--- src/rsd_pkg.sv ---
// Shared types and constants for the running standard deviation unit.
// Holds field widths, register indexes, reset values and the command and
// status structs that join the controller and the datapath. No dependencies.
`timescale 1ns / 1ps
`default_nettype none

package rsd_pkg;

  // Default values of the top-level parameters.
  localparam int DEF_MEAN_FRACTION_BITS = 16;
  localparam int DEF_COUNT_BITS         = 12;

  // Field widths of the streaming and configuration ports.
  localparam int SAMPLE_W   = 16;
  localparam int MARGIN_W   = 15;
  localparam int SCOUNT_W   = 12;
  localparam int ACNT_W     = 12;
  localparam int DEV_W      = 24;
  localparam int CFG_IDX_W  = 2;
  localparam int CFG_DATA_W = 16;
  localparam int S_TDATA_W  = 16;
  localparam int M_TDATA_W  = 40;
  localparam int M_TUSER_W  = 2;

  // Fraction bits of the deviation output; the radicand carries twice as many.
  localparam int DEV_FRAC_BITS = 8;
  localparam int RAD_FRAC_BITS = 2 * DEV_FRAC_BITS;

  // Accumulator, root and iteration counter widths.
  localparam int SUM_W  = 64;
  localparam int ROOT_W = SUM_W / 2;
  localparam int ITER_W = 7;

  // Configuration register indexes.
  localparam logic [CFG_IDX_W-1:0] REG_REFERENCE = 2'd0;
  localparam logic [CFG_IDX_W-1:0] REG_MARGIN    = 2'd1;
  localparam logic [CFG_IDX_W-1:0] REG_COUNT     = 2'd2;

  // Configuration reset values.
  localparam logic signed [SAMPLE_W-1:0] RST_REFERENCE = 16'sd1024;
  localparam logic [MARGIN_W-1:0]        RST_MARGIN    = 15'd31;
  localparam logic [SCOUNT_W-1:0]        RST_COUNT     = 12'd50;

  typedef struct packed {
    logic signed [SAMPLE_W-1:0] reference_level;
    logic [MARGIN_W-1:0]        reject_margin;
    logic [SCOUNT_W-1:0]        sample_count;
  } cfg_t;

  // Single-bit commands from the controller to the datapath.
  typedef struct packed {
    logic load_sample;
    logic set_reject;
    logic set_accept;
    logic set_finish;
    logic div_load_mean;
    logic div_load_var;
    logic div_step;
    logic mean_update;
    logic mul_load;
    logic mul_step;
    logic acc_update;
    logic sqrt_load;
    logic sqrt_step;
    logic out_load;
  } cmd_t;

  typedef struct packed {
    logic reject;
    logic finish;
  } status_t;

endpackage

`default_nettype wire

--- src/rsd_div.sv ---
// Restoring serial divider, one quotient bit per cycle while step_i is high.
// Shared by the mean update and the final variance division; uses rsd_pkg.
`timescale 1ns / 1ps
`default_nettype none

module rsd_div
  import rsd_pkg::*;
#(
  parameter int DEN_W = DEF_COUNT_BITS
) (
  input  wire logic             clk_i,
  input  wire logic             load_i,
  input  wire logic             step_i,
  input  wire logic [SUM_W-1:0] dividend_i,
  input  wire logic [DEN_W-1:0] divisor_i,
  output logic      [SUM_W-1:0] quotient_o
);

  logic [SUM_W-1:0] quo_q;
  logic [DEN_W:0]   rem_q;
  logic [DEN_W-1:0] den_q;
  logic [DEN_W:0]   shifted;
  logic [DEN_W+1:0] trial;

  // Bring down the next dividend bit and try to subtract the divisor.
  assign shifted = {rem_q[DEN_W-1:0], quo_q[SUM_W-1]};
  assign trial   = {1'b0, shifted} - {2'b00, den_q};

  always_ff @(posedge clk_i) begin
    if (load_i) begin
      quo_q <= dividend_i;
      rem_q <= '0;
      den_q <= divisor_i;
    end else if (step_i) begin
      if (trial[DEN_W+1]) begin
        rem_q <= shifted;
        quo_q <= {quo_q[SUM_W-2:0], 1'b0};
      end else begin
        rem_q <= trial[DEN_W:0];
        quo_q <= {quo_q[SUM_W-2:0], 1'b1};
      end
    end
  end

  assign quotient_o = quo_q;

endmodule

`default_nettype wire

--- src/rsd_sqrt.sv ---
// Digit-by-digit integer square root, one root bit per cycle while step_i is high.
// Produces floor(sqrt(radicand)) after ROOT_W steps; uses rsd_pkg.
`timescale 1ns / 1ps
`default_nettype none

module rsd_sqrt
  import rsd_pkg::*;
(
  input  wire logic              clk_i,
  input  wire logic              load_i,
  input  wire logic              step_i,
  input  wire logic [SUM_W-1:0]  radicand_i,
  output logic      [ROOT_W-1:0] root_o
);

  localparam int REM_W = ROOT_W + 2;

  logic [SUM_W-1:0]  rad_q;
  logic [REM_W-1:0]  rem_q;
  logic [ROOT_W-1:0] root_q;
  logic [REM_W:0]    rem_shift;
  logic [REM_W+1:0]  trial;

  // Append the next two radicand bits and test against 4*root + 1.
  assign rem_shift = {rem_q[REM_W-2:0], rad_q[SUM_W-1 -: 2]};
  assign trial     = {1'b0, rem_shift} - {2'b00, root_q, 2'b01};

  always_ff @(posedge clk_i) begin
    if (load_i) begin
      rad_q  <= radicand_i;
      rem_q  <= '0;
      root_q <= '0;
    end else if (step_i) begin
      rad_q <= {rad_q[SUM_W-3:0], 2'b00};
      if (trial[REM_W+1]) begin
        rem_q  <= rem_shift[REM_W-1:0];
        root_q <= {root_q[ROOT_W-2:0], 1'b0};
      end else begin
        rem_q  <= trial[REM_W-1:0];
        root_q <= {root_q[ROOT_W-2:0], 1'b1};
      end
    end
  end

  assign root_o = root_q;

endmodule

`default_nettype wire

--- src/rsd_datapath.sv ---
// Datapath of the running standard deviation unit: sample check, Welford
// mean and sum registers, serial multiplier, result and output registers.
// Instantiates rsd_div and rsd_sqrt; uses rsd_pkg.
`timescale 1ns / 1ps
`default_nettype none

module rsd_datapath
  import rsd_pkg::*;
#(
  parameter int MEAN_FRACTION_BITS = DEF_MEAN_FRACTION_BITS,
  parameter int COUNT_BITS         = DEF_COUNT_BITS
) (
  input  wire logic                       clk_i,
  input  wire logic                       rst_ni,
  input  wire cfg_t                       cfg_i,
  input  wire cmd_t                       cmd_i,
  input  wire logic signed [SAMPLE_W-1:0] sample_i,
  output status_t                         status_o,
  output logic                            accepted_o,
  output logic [ACNT_W-1:0]               accepted_count_o,
  output logic                            finished_o,
  output logic [DEV_W-1:0]                deviation_o
);

  localparam int F      = MEAN_FRACTION_BITS;
  localparam int MW     = SAMPLE_W + F;
  localparam int PW     = 2 * MW;
  localparam int TERM_W = PW - F;
  localparam int SHL    = (F <= RAD_FRAC_BITS) ? RAD_FRAC_BITS - F : 0;
  localparam int SHR    = (F > RAD_FRAC_BITS) ? F - RAD_FRAC_BITS : 0;
  localparam int TGT_W  = 17;
  localparam logic [TGT_W-1:0] CMAX = TGT_W'((1 << COUNT_BITS) - 1);

  // Welford state.
  logic [COUNT_BITS-1:0]  taken_q, taken_d;
  logic signed [MW-1:0]   mean_q, mean_d;
  logic [SUM_W-1:0]       sum_q, sum_d;

  // Per-item working registers.
  logic signed [SAMPLE_W-1:0] sample_q;
  logic                       neg_q;
  logic [MW-1:0]              mag_a_q;
  logic [PW-1:0]              acc_q;

  // Pending result and output registers.
  logic              res_accepted_q, res_finished_q;
  logic [ACNT_W-1:0] res_count_q;
  logic [DEV_W-1:0]  res_dev_q;
  logic              out_accepted_q, out_finished_q;
  logic [ACNT_W-1:0] out_count_q;
  logic [DEV_W-1:0]  out_dev_q;

  logic [SAMPLE_W:0]     dist_raw, dist_abs;
  logic [MW-1:0]         x;
  logic [MW:0]           diff, diff_neg;
  logic [MW-1:0]         mag;
  logic [COUNT_BITS-1:0] n;
  logic [SCOUNT_W-1:0]   tgt_raw;
  logic [TGT_W-1:0]      tgt;
  logic [SUM_W-1:0]      dividend;
  logic [COUNT_BITS-1:0] divisor;
  logic [SUM_W-1:0]      quo;
  logic [MW:0]           q_ext, q_signed, mean_sum;
  logic [MW:0]           hi_sum;
  logic [TERM_W-1:0]     term;
  logic [SUM_W:0]        sum_ext;
  logic [SUM_W-1:0]      sum_sat;
  logic [2*SUM_W-1:0]    wide;
  logic [SUM_W-1:0]      rescaled;
  logic [ROOT_W-1:0]     root;
  logic [DEV_W-1:0]      dev;

  // Outlier check: distance of the sample from the reference level.
  assign dist_raw = {sample_q[SAMPLE_W-1], sample_q}
                  - {cfg_i.reference_level[SAMPLE_W-1], cfg_i.reference_level};
  assign dist_abs = dist_raw[SAMPLE_W] ? (SAMPLE_W+1)'(0) - dist_raw : dist_raw;
  assign status_o.reject = dist_abs > {2'b00, cfg_i.reject_margin};

  // Target count: zero means one, and it cannot exceed the counter range.
  assign n       = taken_q + COUNT_BITS'(1);
  assign tgt_raw = (cfg_i.sample_count == '0) ? SCOUNT_W'(1) : cfg_i.sample_count;
  assign tgt     = (TGT_W'(tgt_raw) > CMAX) ? CMAX : TGT_W'(tgt_raw);
  assign status_o.finish = TGT_W'(n) >= tgt;

  // Scaled sample minus current mean, split into sign and magnitude.
  // Before the mean update this is the old deviation, after it the new one.
  assign x        = {sample_q, {F{1'b0}}};
  assign diff     = {x[MW-1], x} - {mean_q[MW-1], mean_q};
  assign diff_neg = (MW+1)'(0) - diff;
  assign mag      = diff[MW] ? diff_neg[MW-1:0] : diff[MW-1:0];

  // Shared divider: deviation over count, or squared sum over count.
  assign dividend = cmd_i.div_load_mean ? {mag, {(SUM_W-MW){1'b0}}} : sum_q;
  assign divisor  = cmd_i.div_load_mean ? n : taken_q;

  rsd_div #(
    .DEN_W (COUNT_BITS)
  ) u_div (
    .clk_i      (clk_i),
    .load_i     (cmd_i.div_load_mean | cmd_i.div_load_var),
    .step_i     (cmd_i.div_step),
    .dividend_i (dividend),
    .divisor_i  (divisor),
    .quotient_o (quo)
  );

  // Mean update with the quotient truncated toward zero.
  assign q_ext    = {1'b0, quo[MW-1:0]};
  assign q_signed = neg_q ? (MW+1)'(0) - q_ext : q_ext;
  assign mean_sum = {mean_q[MW-1], mean_q} + q_signed;

  // Shift-add multiplier step: add the multiplicand into the upper half.
  assign hi_sum = {1'b0, acc_q[PW-1:MW]} + (acc_q[0] ? {1'b0, mag_a_q} : (MW+1)'(0));

  // Product term added to the squared sum with saturation.
  assign term    = acc_q[PW-1:F];
  assign sum_ext = {1'b0, sum_q} + (SUM_W+1)'(term);
  assign sum_sat = sum_ext[SUM_W] ? '1 : sum_ext[SUM_W-1:0];

  // Variance rescaled to the radicand fraction width, saturating on overflow.
  assign wide     = {{SUM_W{1'b0}}, quo} << SHL;
  assign rescaled = (|wide[2*SUM_W-1:SUM_W]) ? '1 : (wide[SUM_W-1:0] >> SHR);

  rsd_sqrt u_sqrt (
    .clk_i      (clk_i),
    .load_i     (cmd_i.sqrt_load),
    .step_i     (cmd_i.sqrt_step),
    .radicand_i (rescaled),
    .root_o     (root)
  );

  assign dev = (|root[ROOT_W-1:DEV_W]) ? '1 : root[DEV_W-1:0];

  // Next state of the Welford accumulators.
  always_comb begin
    taken_d = taken_q;
    mean_d  = mean_q;
    sum_d   = sum_q;
    if (cmd_i.set_finish) begin
      taken_d = '0;
      mean_d  = '0;
      sum_d   = '0;
    end else begin
      if (cmd_i.acc_update) begin
        taken_d = n;
        sum_d   = sum_sat;
      end
      if (cmd_i.mean_update) begin
        mean_d = mean_sum[MW-1:0];
      end
    end
  end

  always_ff @(posedge clk_i or negedge rst_ni) begin
    if (!rst_ni) begin
      taken_q <= '0;
      mean_q  <= '0;
      sum_q   <= '0;
    end else begin
      taken_q <= taken_d;
      mean_q  <= mean_d;
      sum_q   <= sum_d;
    end
  end

  // Working registers of the current item.
  always_ff @(posedge clk_i) begin
    if (cmd_i.load_sample) begin
      sample_q <= sample_i;
    end
    if (cmd_i.div_load_mean) begin
      neg_q   <= diff[MW];
      mag_a_q <= mag;
    end
    if (cmd_i.mul_load) begin
      acc_q <= {{MW{1'b0}}, mag};
    end else if (cmd_i.mul_step) begin
      acc_q <= {hi_sum, acc_q[MW-1:1]};
    end
  end

  // Pending result, then the output register once the receiver is free.
  always_ff @(posedge clk_i) begin
    if (cmd_i.set_reject) begin
      res_accepted_q <= 1'b0;
      res_count_q    <= ACNT_W'(taken_q);
      res_finished_q <= 1'b0;
      res_dev_q      <= '0;
    end else if (cmd_i.set_accept) begin
      res_accepted_q <= 1'b1;
      res_count_q    <= ACNT_W'(n);
      res_finished_q <= 1'b0;
      res_dev_q      <= '0;
    end else if (cmd_i.set_finish) begin
      res_accepted_q <= 1'b1;
      res_count_q    <= ACNT_W'(taken_q);
      res_finished_q <= 1'b1;
      res_dev_q      <= dev;
    end
    if (cmd_i.out_load) begin
      out_accepted_q <= res_accepted_q;
      out_count_q    <= res_count_q;
      out_finished_q <= res_finished_q;
      out_dev_q      <= res_dev_q;
    end
  end

  assign accepted_o       = out_accepted_q;
  assign accepted_count_o = out_count_q;
  assign finished_o       = out_finished_q;
  assign deviation_o      = out_dev_q;

endmodule

`default_nettype wire

--- src/rsd_ctrl.sv ---
// Controller of the running standard deviation unit: sequences the
// check, divide, multiply, accumulate and square root steps of one beat.
// Drives the command struct of rsd_pkg and owns the output valid flag.
`timescale 1ns / 1ps
`default_nettype none

module rsd_ctrl
  import rsd_pkg::*;
#(
  parameter int MEAN_FRACTION_BITS = DEF_MEAN_FRACTION_BITS
) (
  input  wire logic    clk_i,
  input  wire logic    rst_ni,
  input  wire logic    in_valid_i,
  output logic         in_ready_o,
  input  wire logic    out_ready_i,
  output logic         out_valid_o,
  input  wire status_t status_i,
  output cmd_t         cmd_o
);

  localparam logic [ITER_W-1:0] ITER_MEAN = ITER_W'(SAMPLE_W + MEAN_FRACTION_BITS);
  localparam logic [ITER_W-1:0] ITER_VAR  = ITER_W'(SUM_W);
  localparam logic [ITER_W-1:0] ITER_SQRT = ITER_W'(ROOT_W);
  localparam logic [ITER_W-1:0] ITER_LAST = ITER_W'(1);

  localparam logic [3:0] ST_IDLE   = 4'd0;
  localparam logic [3:0] ST_CHECK  = 4'd1;
  localparam logic [3:0] ST_MDIV   = 4'd2;
  localparam logic [3:0] ST_MEAN   = 4'd3;
  localparam logic [3:0] ST_MLOAD  = 4'd4;
  localparam logic [3:0] ST_MUL    = 4'd5;
  localparam logic [3:0] ST_ACC    = 4'd6;
  localparam logic [3:0] ST_VLOAD  = 4'd7;
  localparam logic [3:0] ST_VDIV   = 4'd8;
  localparam logic [3:0] ST_SQLOAD = 4'd9;
  localparam logic [3:0] ST_SQRT   = 4'd10;
  localparam logic [3:0] ST_FIN    = 4'd11;
  localparam logic [3:0] ST_OUT    = 4'd12;

  logic [3:0]        state_q, state_d;
  logic [ITER_W-1:0] iter_q, iter_d;
  logic              out_valid_q, out_valid_d;

  // Next state, iteration count and commands.
  always_comb begin
    state_d    = state_q;
    iter_d     = iter_q;
    cmd_o      = '0;
    in_ready_o = 1'b0;
    unique case (state_q)
      ST_IDLE: begin
        in_ready_o = 1'b1;
        if (in_valid_i) begin
          cmd_o.load_sample = 1'b1;
          state_d = ST_CHECK;
        end
      end
      ST_CHECK: begin
        if (status_i.reject) begin
          cmd_o.set_reject = 1'b1;
          state_d = ST_OUT;
        end else begin
          cmd_o.div_load_mean = 1'b1;
          iter_d  = ITER_MEAN;
          state_d = ST_MDIV;
        end
      end
      ST_MDIV: begin
        cmd_o.div_step = 1'b1;
        iter_d = iter_q - ITER_LAST;
        if (iter_q == ITER_LAST) begin
          state_d = ST_MEAN;
        end
      end
      ST_MEAN: begin
        cmd_o.mean_update = 1'b1;
        state_d = ST_MLOAD;
      end
      ST_MLOAD: begin
        cmd_o.mul_load = 1'b1;
        iter_d  = ITER_MEAN;
        state_d = ST_MUL;
      end
      ST_MUL: begin
        cmd_o.mul_step = 1'b1;
        iter_d = iter_q - ITER_LAST;
        if (iter_q == ITER_LAST) begin
          state_d = ST_ACC;
        end
      end
      ST_ACC: begin
        cmd_o.acc_update = 1'b1;
        if (status_i.finish) begin
          state_d = ST_VLOAD;
        end else begin
          cmd_o.set_accept = 1'b1;
          state_d = ST_OUT;
        end
      end
      ST_VLOAD: begin
        cmd_o.div_load_var = 1'b1;
        iter_d  = ITER_VAR;
        state_d = ST_VDIV;
      end
      ST_VDIV: begin
        cmd_o.div_step = 1'b1;
        iter_d = iter_q - ITER_LAST;
        if (iter_q == ITER_LAST) begin
          state_d = ST_SQLOAD;
        end
      end
      ST_SQLOAD: begin
        cmd_o.sqrt_load = 1'b1;
        iter_d  = ITER_SQRT;
        state_d = ST_SQRT;
      end
      ST_SQRT: begin
        cmd_o.sqrt_step = 1'b1;
        iter_d = iter_q - ITER_LAST;
        if (iter_q == ITER_LAST) begin
          state_d = ST_FIN;
        end
      end
      ST_FIN: begin
        cmd_o.set_finish = 1'b1;
        state_d = ST_OUT;
      end
      ST_OUT: begin
        if (!out_valid_q || out_ready_i) begin
          cmd_o.out_load = 1'b1;
          state_d = ST_IDLE;
        end
      end
      default: begin
        state_d = ST_IDLE;
      end
    endcase
  end

  // The output register stays full until the receiver takes the beat.
  always_comb begin
    out_valid_d = out_valid_q;
    if (cmd_o.out_load) begin
      out_valid_d = 1'b1;
    end else if (out_ready_i) begin
      out_valid_d = 1'b0;
    end
  end

  always_ff @(posedge clk_i or negedge rst_ni) begin
    if (!rst_ni) begin
      state_q     <= ST_IDLE;
      iter_q      <= '0;
      out_valid_q <= 1'b0;
    end else begin
      state_q     <= state_d;
      iter_q      <= iter_d;
      out_valid_q <= out_valid_d;
    end
  end

  assign out_valid_o = out_valid_q;

endmodule

`default_nettype wire

--- src/running_std_dev_outlier_reject_unit.sv ---
// Running standard deviation with outlier rejection (Welford's method).
//
// Input beats on the s_axis channel carry one signed 16-bit sample. Samples
// further than reject_margin from reference_level are rejected and not
// counted; the others update a running mean and squared sum. Every input
// beat yields exactly one output beat on m_axis: accepted flag, count so
// far, finished flag and, on the beat that completes sample_count accepted
// samples, the deviation sqrt(sum / count) with 8 fraction bits, after which
// the accumulators clear. Configuration writes use the cfg channel, which is
// always ready, and should be made only while the block is idle.
// One sample is processed at a time. A rejected sample passes through the
// check and output states before the next ready; an accepted one also runs
// the bit-serial mean division, the mean update, the bit-serial multiplier
// and the accumulate step; a finishing sample adds the 64-step division and
// the 32-step square root. A finished result waits in the output register
// while the next sample is accepted; the block stalls only if a second
// result is ready before the first is taken. Reset clears the accumulators
// and loads the register defaults: reference 1024, margin 31, count 50.
`timescale 1ns / 1ps
`default_nettype none

module running_std_dev_outlier_reject_unit
  import rsd_pkg::*;
#(
  parameter int MEAN_FRACTION_BITS = DEF_MEAN_FRACTION_BITS,
  parameter int COUNT_BITS         = DEF_COUNT_BITS
) (
  input  wire logic                  clk_i,
  input  wire logic                  rst_ni,
  // Input stream.
  input  wire logic                  s_axis_tvalid,
  output logic                       s_axis_tready,
  input  wire logic [S_TDATA_W-1:0]  s_axis_tdata,   // [15:0] sample
  // Output stream.
  output logic                       m_axis_tvalid,
  input  wire logic                  m_axis_tready,
  output logic [M_TDATA_W-1:0]       m_axis_tdata,   // [11:0] accepted_count,
                                                     // [35:12] deviation, [39:36] zero
  output logic [M_TUSER_W-1:0]       m_axis_tuser,   // [0] accepted, [1] finished
  // Configuration writes.
  input  wire logic                  cfg_valid_i,
  output logic                       cfg_ready_o,
  input  wire logic [CFG_IDX_W-1:0]  cfg_index_i,
  input  wire logic [CFG_DATA_W-1:0] cfg_data_i
);

  cfg_t              cfg_q, cfg_d;
  cmd_t              cmd;
  status_t           status;
  logic              accepted, finished;
  logic [ACNT_W-1:0] accepted_count;
  logic [DEV_W-1:0]  deviation;

  // Configuration registers; indexes beyond the list are ignored.
  assign cfg_ready_o = 1'b1;

  always_comb begin
    cfg_d = cfg_q;
    if (cfg_valid_i) begin
      unique case (cfg_index_i)
        REG_REFERENCE: cfg_d.reference_level = cfg_data_i;
        REG_MARGIN:    cfg_d.reject_margin   = cfg_data_i[MARGIN_W-1:0];
        REG_COUNT:     cfg_d.sample_count    = cfg_data_i[SCOUNT_W-1:0];
        default:       cfg_d = cfg_q;
      endcase
    end
  end

  always_ff @(posedge clk_i or negedge rst_ni) begin
    if (!rst_ni) begin
      cfg_q.reference_level <= RST_REFERENCE;
      cfg_q.reject_margin   <= RST_MARGIN;
      cfg_q.sample_count    <= RST_COUNT;
    end else begin
      cfg_q <= cfg_d;
    end
  end

  // Sequencer.
  rsd_ctrl #(
    .MEAN_FRACTION_BITS (MEAN_FRACTION_BITS)
  ) u_ctrl (
    .clk_i       (clk_i),
    .rst_ni      (rst_ni),
    .in_valid_i  (s_axis_tvalid),
    .in_ready_o  (s_axis_tready),
    .out_ready_i (m_axis_tready),
    .out_valid_o (m_axis_tvalid),
    .status_i    (status),
    .cmd_o       (cmd)
  );

  // Arithmetic and result registers.
  rsd_datapath #(
    .MEAN_FRACTION_BITS (MEAN_FRACTION_BITS),
    .COUNT_BITS         (COUNT_BITS)
  ) u_datapath (
    .clk_i            (clk_i),
    .rst_ni           (rst_ni),
    .cfg_i            (cfg_q),
    .cmd_i            (cmd),
    .sample_i         (s_axis_tdata[SAMPLE_W-1:0]),
    .status_o         (status),
    .accepted_o       (accepted),
    .accepted_count_o (accepted_count),
    .finished_o       (finished),
    .deviation_o      (deviation)
  );

  // Output beat packing.
  assign m_axis_tdata = {{(M_TDATA_W-ACNT_W-DEV_W){1'b0}}, deviation, accepted_count};
  assign m_axis_tuser = {finished, accepted};

  // One sample at a time: the block is busy right after taking a beat.
  assert property (@(posedge clk_i) disable iff (!rst_ni)
    s_axis_tvalid && s_axis_tready |=> !s_axis_tready)
    else $error("input accepted while a sample was still in work");

  // A finished measurement always counts its last sample.
  assert property (@(posedge clk_i) disable iff (!rst_ni)
    m_axis_tvalid && m_axis_tuser[1] |-> m_axis_tuser[0])
    else $error("finished beat without an accepted sample");

  // The deviation field is zero unless the beat finishes a measurement.
  assert property (@(posedge clk_i) disable iff (!rst_ni)
    m_axis_tvalid && !m_axis_tuser[1] |-> (m_axis_tdata[ACNT_W +: DEV_W] == '0))
    else $error("nonzero deviation on an unfinished beat");

endmodule

`default_nettype wire
--- config.mk ---
export PLATFORM = sky130hd
export DESIGN_NAME = running_std_dev_outlier_reject_unit
export DESIGN_NICKNAME = d
export VERILOG_FILES = /design/src/rsd_pkg.sv /design/src/rsd_div.sv /design/src/rsd_sqrt.sv /design/src/rsd_datapath.sv /design/src/rsd_ctrl.sv /design/src/running_std_dev_outlier_reject_unit.sv
export SDC_FILE = /design/constraint.sdc
export NUM_CORES = 1
export LEC_CHECK = 0
export BUFFER_PORTS_ARGS = -buffer_cell sky130_fd_sc_hd__buf_2
export CAP_MARGIN = 5
export CORE_UTILIZATION = 50
export CTS_BUF_LIST = sky130_fd_sc_hd__clkbuf_8
export CTS_CLUSTER_DIAMETER = 150
export DETAILED_ROUTE_END_ITERATION = 10
export GPL_ROUTABILITY_DRIVEN = 1
export PLACE_DENSITY = 0.69
export SLEW_MARGIN = 20
export SYNTH_ARGS = -nofsm -noshare
export SYNTH_HDL_FRONTEND = slang
export SYNTH_SLANG_ARGS = --single-unit
--- constraint.sdc ---
create_clock -name clk_i -period 6.8 [get_ports clk_i]
set_clock_uncertainty 0.2 [all_clocks]
set_input_delay 0.34 -clock clk_i [delete_from_list [all_inputs] [get_ports clk_i]]
set_output_delay 0.34 -clock clk_i [all_outputs]
set_load 0.01 [all_outputs]
==> reports/qor.yml <==
timing:
  min_period_over_period_pct: 94.6
  tightest_slew_ns: 1.11
  timing.final.crit_period_ns: 6.44
  fmax_mhz: 155
  slew_headroom_pct: 25.9
  slew_violations: 0
  hold_violations: 0
  setup_viol: 0
  whs_ns: 0.135
  rsz0062_at_grt: "no"
clocking:
  clk_pin_slew_ns: 0.06
  numCtsBuffers: 101
  cts_tree: "yes"
  clk_path_buf_depth: 3
  insertion_delay_ns: 0.74
  cts.sinks: 569
  clockRootBuffer: "clkbuf_8"
  htree_levels: 3
drt:
  drt_wl_total_um: 95700
  drt-met1-wl_um: 42900
  firstDrtPassIters: 8
  vias_per_cell: 5.90
  wl_per_cell_um: 19.9
  highest_layer: "met4"
  post-route-drc-count: 0
  met2WireLength_um: 43200
  dr_total_vias: 28400
  ant_nets: 0
  wl_met3_um: 6310
  drtIter0Drc: 2659
die:
  core-area_sq_mm: 0.0689
  num_rows: 96
  start_util_pct: 50.8
  die_x_um: 267
  ios: 84
  die_area_sq_mm: 0.0712
  die_y_um: 267
critical_path:
  max_stage_delay_ns: 0.41
  path_buf_inv: 3
  cp_data_required_time_ns: 7.00
  cp_top_family: "simple AND/OR/NAND/NOR gates"
  worstReg2RegStart: "u_datapath.sample_q[0]"
  cp-end-kind: "flop"
  path_class: "reg -> reg"
  crit_path_top_delay_cell: "or3_1"
  worst-r2r-cell-count: 26
  critPathLaunchType: "flop"
  cp_max_fo: 32
  worstSetupPathDepth: 26
  crit_path_start: "u_datapath.sample_q[0]"
  arrival_ns: 6.64
synth:
  yosysSeqAreaShare_pct: 42.6
  synth_cell_type_count: 97
  synth_edf_count: 271
  synth_area_leader_cell: "edfxtp_1"
  yosysTopAreaCellShare_pct: 23.2
  async_reset_ff_share_pct: 28.6
  yosys-top-cells-area: "edfxtp_1, dfrtp_1, ha_1"
  syn_avg_cell_area_sq_um: 9.45
  netlist_instances: 3711
  synth_common_cells: "nand2_1, a21oi_1, edfxtp_1"
  yosys_warnings: 0
  syn_area_sq_mm: 0.0351
  synthMostInstantiatedCell: "nand2_1"
  ys_ff_latch: 569
  synth_ff_type: "edfxtp_1"
min_path:
  holdPathStages: 2
  hold_path_class: "in -> reg"
  min_from: "s_axis_tdata[12]"
finish:
  drive_above_1_share_pct: 11.7
  areaGrowthSynthToFinish_pct: 11.0
  nets: 4062
global_routing:
  grt_max_degree: 139
  grt_overflow: 0
  grt_use_total_pct: 26.7
  grt_pass1_vias: 26900
  antenna_found_initial: 2
  grt_pass1_wl_um: 150000
job:
  cap_violations: 0
placed_design:
  io_buffers: 78
  dp_hpwl_um: 66400
  place_congestion: 0.911
outcome:
  outcome: "complete, no violations"
==> what timing repair did <==
item | CTS | global route
resized for setup | 1 | 7
hold endpoints to repair | 114 | 0
setup buffers | 0 | 0
gates cloned | 0 | 1
hold buffers | 39 | 0
endpoints found under the setup margin | 174 | 178
==> logic make-up after synthesis <==
group | synth area share [%]
AOI/OAI and AO/OA | 19.9
muxes | 4.17
and+or+nand+nor | 14.2
DFF | 42.6
xor gates and xnor gates | 6.50
buffers and inverters | 4.43
adders and majority gates | 8.17
other | 0.0214
==> worst paths after layout <==
kind | endpoint | slack (ns)
min reg2reg | u_datapath.accepted_count_o[10] | 0.22
min in group asynchronous | u_datapath.sum_q[42] | 0.57
max | u_datapath.u_div.quotient_o[23] | 0.36
max in group asynchronous | cfg_q[30] | 4.88
max reg2reg | u_datapath.u_div.quotient_o[23] | 0.36
min | u_datapath.sample_q[12] | 0.14
==> layout by cell type (no fill, tap or decap), types with 115 or more instances in the layout <==
| cell | n |
|---|---|
| clkbuf_8 | 115 |
| inv_1 | 258 |
| edfxtp_1 | 271 |
| nand2_1 | 362 |
| dfrtp_1 | 154 |
| xnor2_1 | 161 |
| dfxtp_1 | 135 |
| ha_1 | 221 |
| nor2_1 | 215 |
| a21oi_1 | 312 |
| o21ai_0 | 256 |
==> per-stage QoR <==
stage          util [%]  area (sq um)  std cells  worst slack [ns]  TNS (ns)
6_report           56.5         38900       4818             0.364         0
5_1_grt            56.5         38900       4818            0.0709         0
4_1_cts            56.4         38900       4816             0.192         0
3_5_place_dp       52.7         36300       4585           -0.0793     -5.31
3_3_place_gp       52.7         36300       4584            0.0363         0
2_1_floorplan         -         35100       3714           0.00474         0
==> registers in the layout, summed over array words and instances (netlist names), 4 cells and up <==
register	cells
u_datapath.sum_q	64
u_datapath.u_div.rem_q	12
u_datapath.accepted_count_o	12
u_datapath.u_div.den_q	12
u_datapath.res_count_q	12
u_datapath.u_div.quotient_o	64
u_datapath.sample_q	16
u_datapath.deviation_o	24
u_ctrl.state_q	4
u_datapath.mag_a_q	32
u_ctrl.iter_q	7
cfg_q	43
u_datapath.u_sqrt.rem_q	33
u_datapath.acc_q	64
u_datapath.u_sqrt.rad_q	64
u_datapath.mean_q	32
u_datapath.res_dev_q	24
u_datapath.u_sqrt.root_o	32
u_datapath.taken_q	12
==> metal layers <==
| layer | GRT usage [%] | up-vias |
|---|---|---|
| li1 | - | 13700 |
| met1 | 36.9 | 13700 |
| met2 | 41.9 | 857 |
| met3 | 4.39 | 186 |
| met4 | 10.3 | 0 |
| met5 | 0 | - |
==> area by class of cell <==
| type | count | area [sq um] |
|---|---|---|
| multi-input cells | 2750 | 18700 |
| repair buffers | 158 | 1170 |
| flip-flops and latches | 569 | 14900 |
| inverters | 217 | 817 |
| well taps | 931 | 1160 |
| diodes | 1 | 2.50 |
| clock buffers | 115 | 1580 |
| fillers | 6196 | 30000 |
| clock inverters | 77 | 537 |
Power is left out: the tool's default activity adds up to more than one toggle a clock period on the data nets, which glitch-free logic cannot reach.
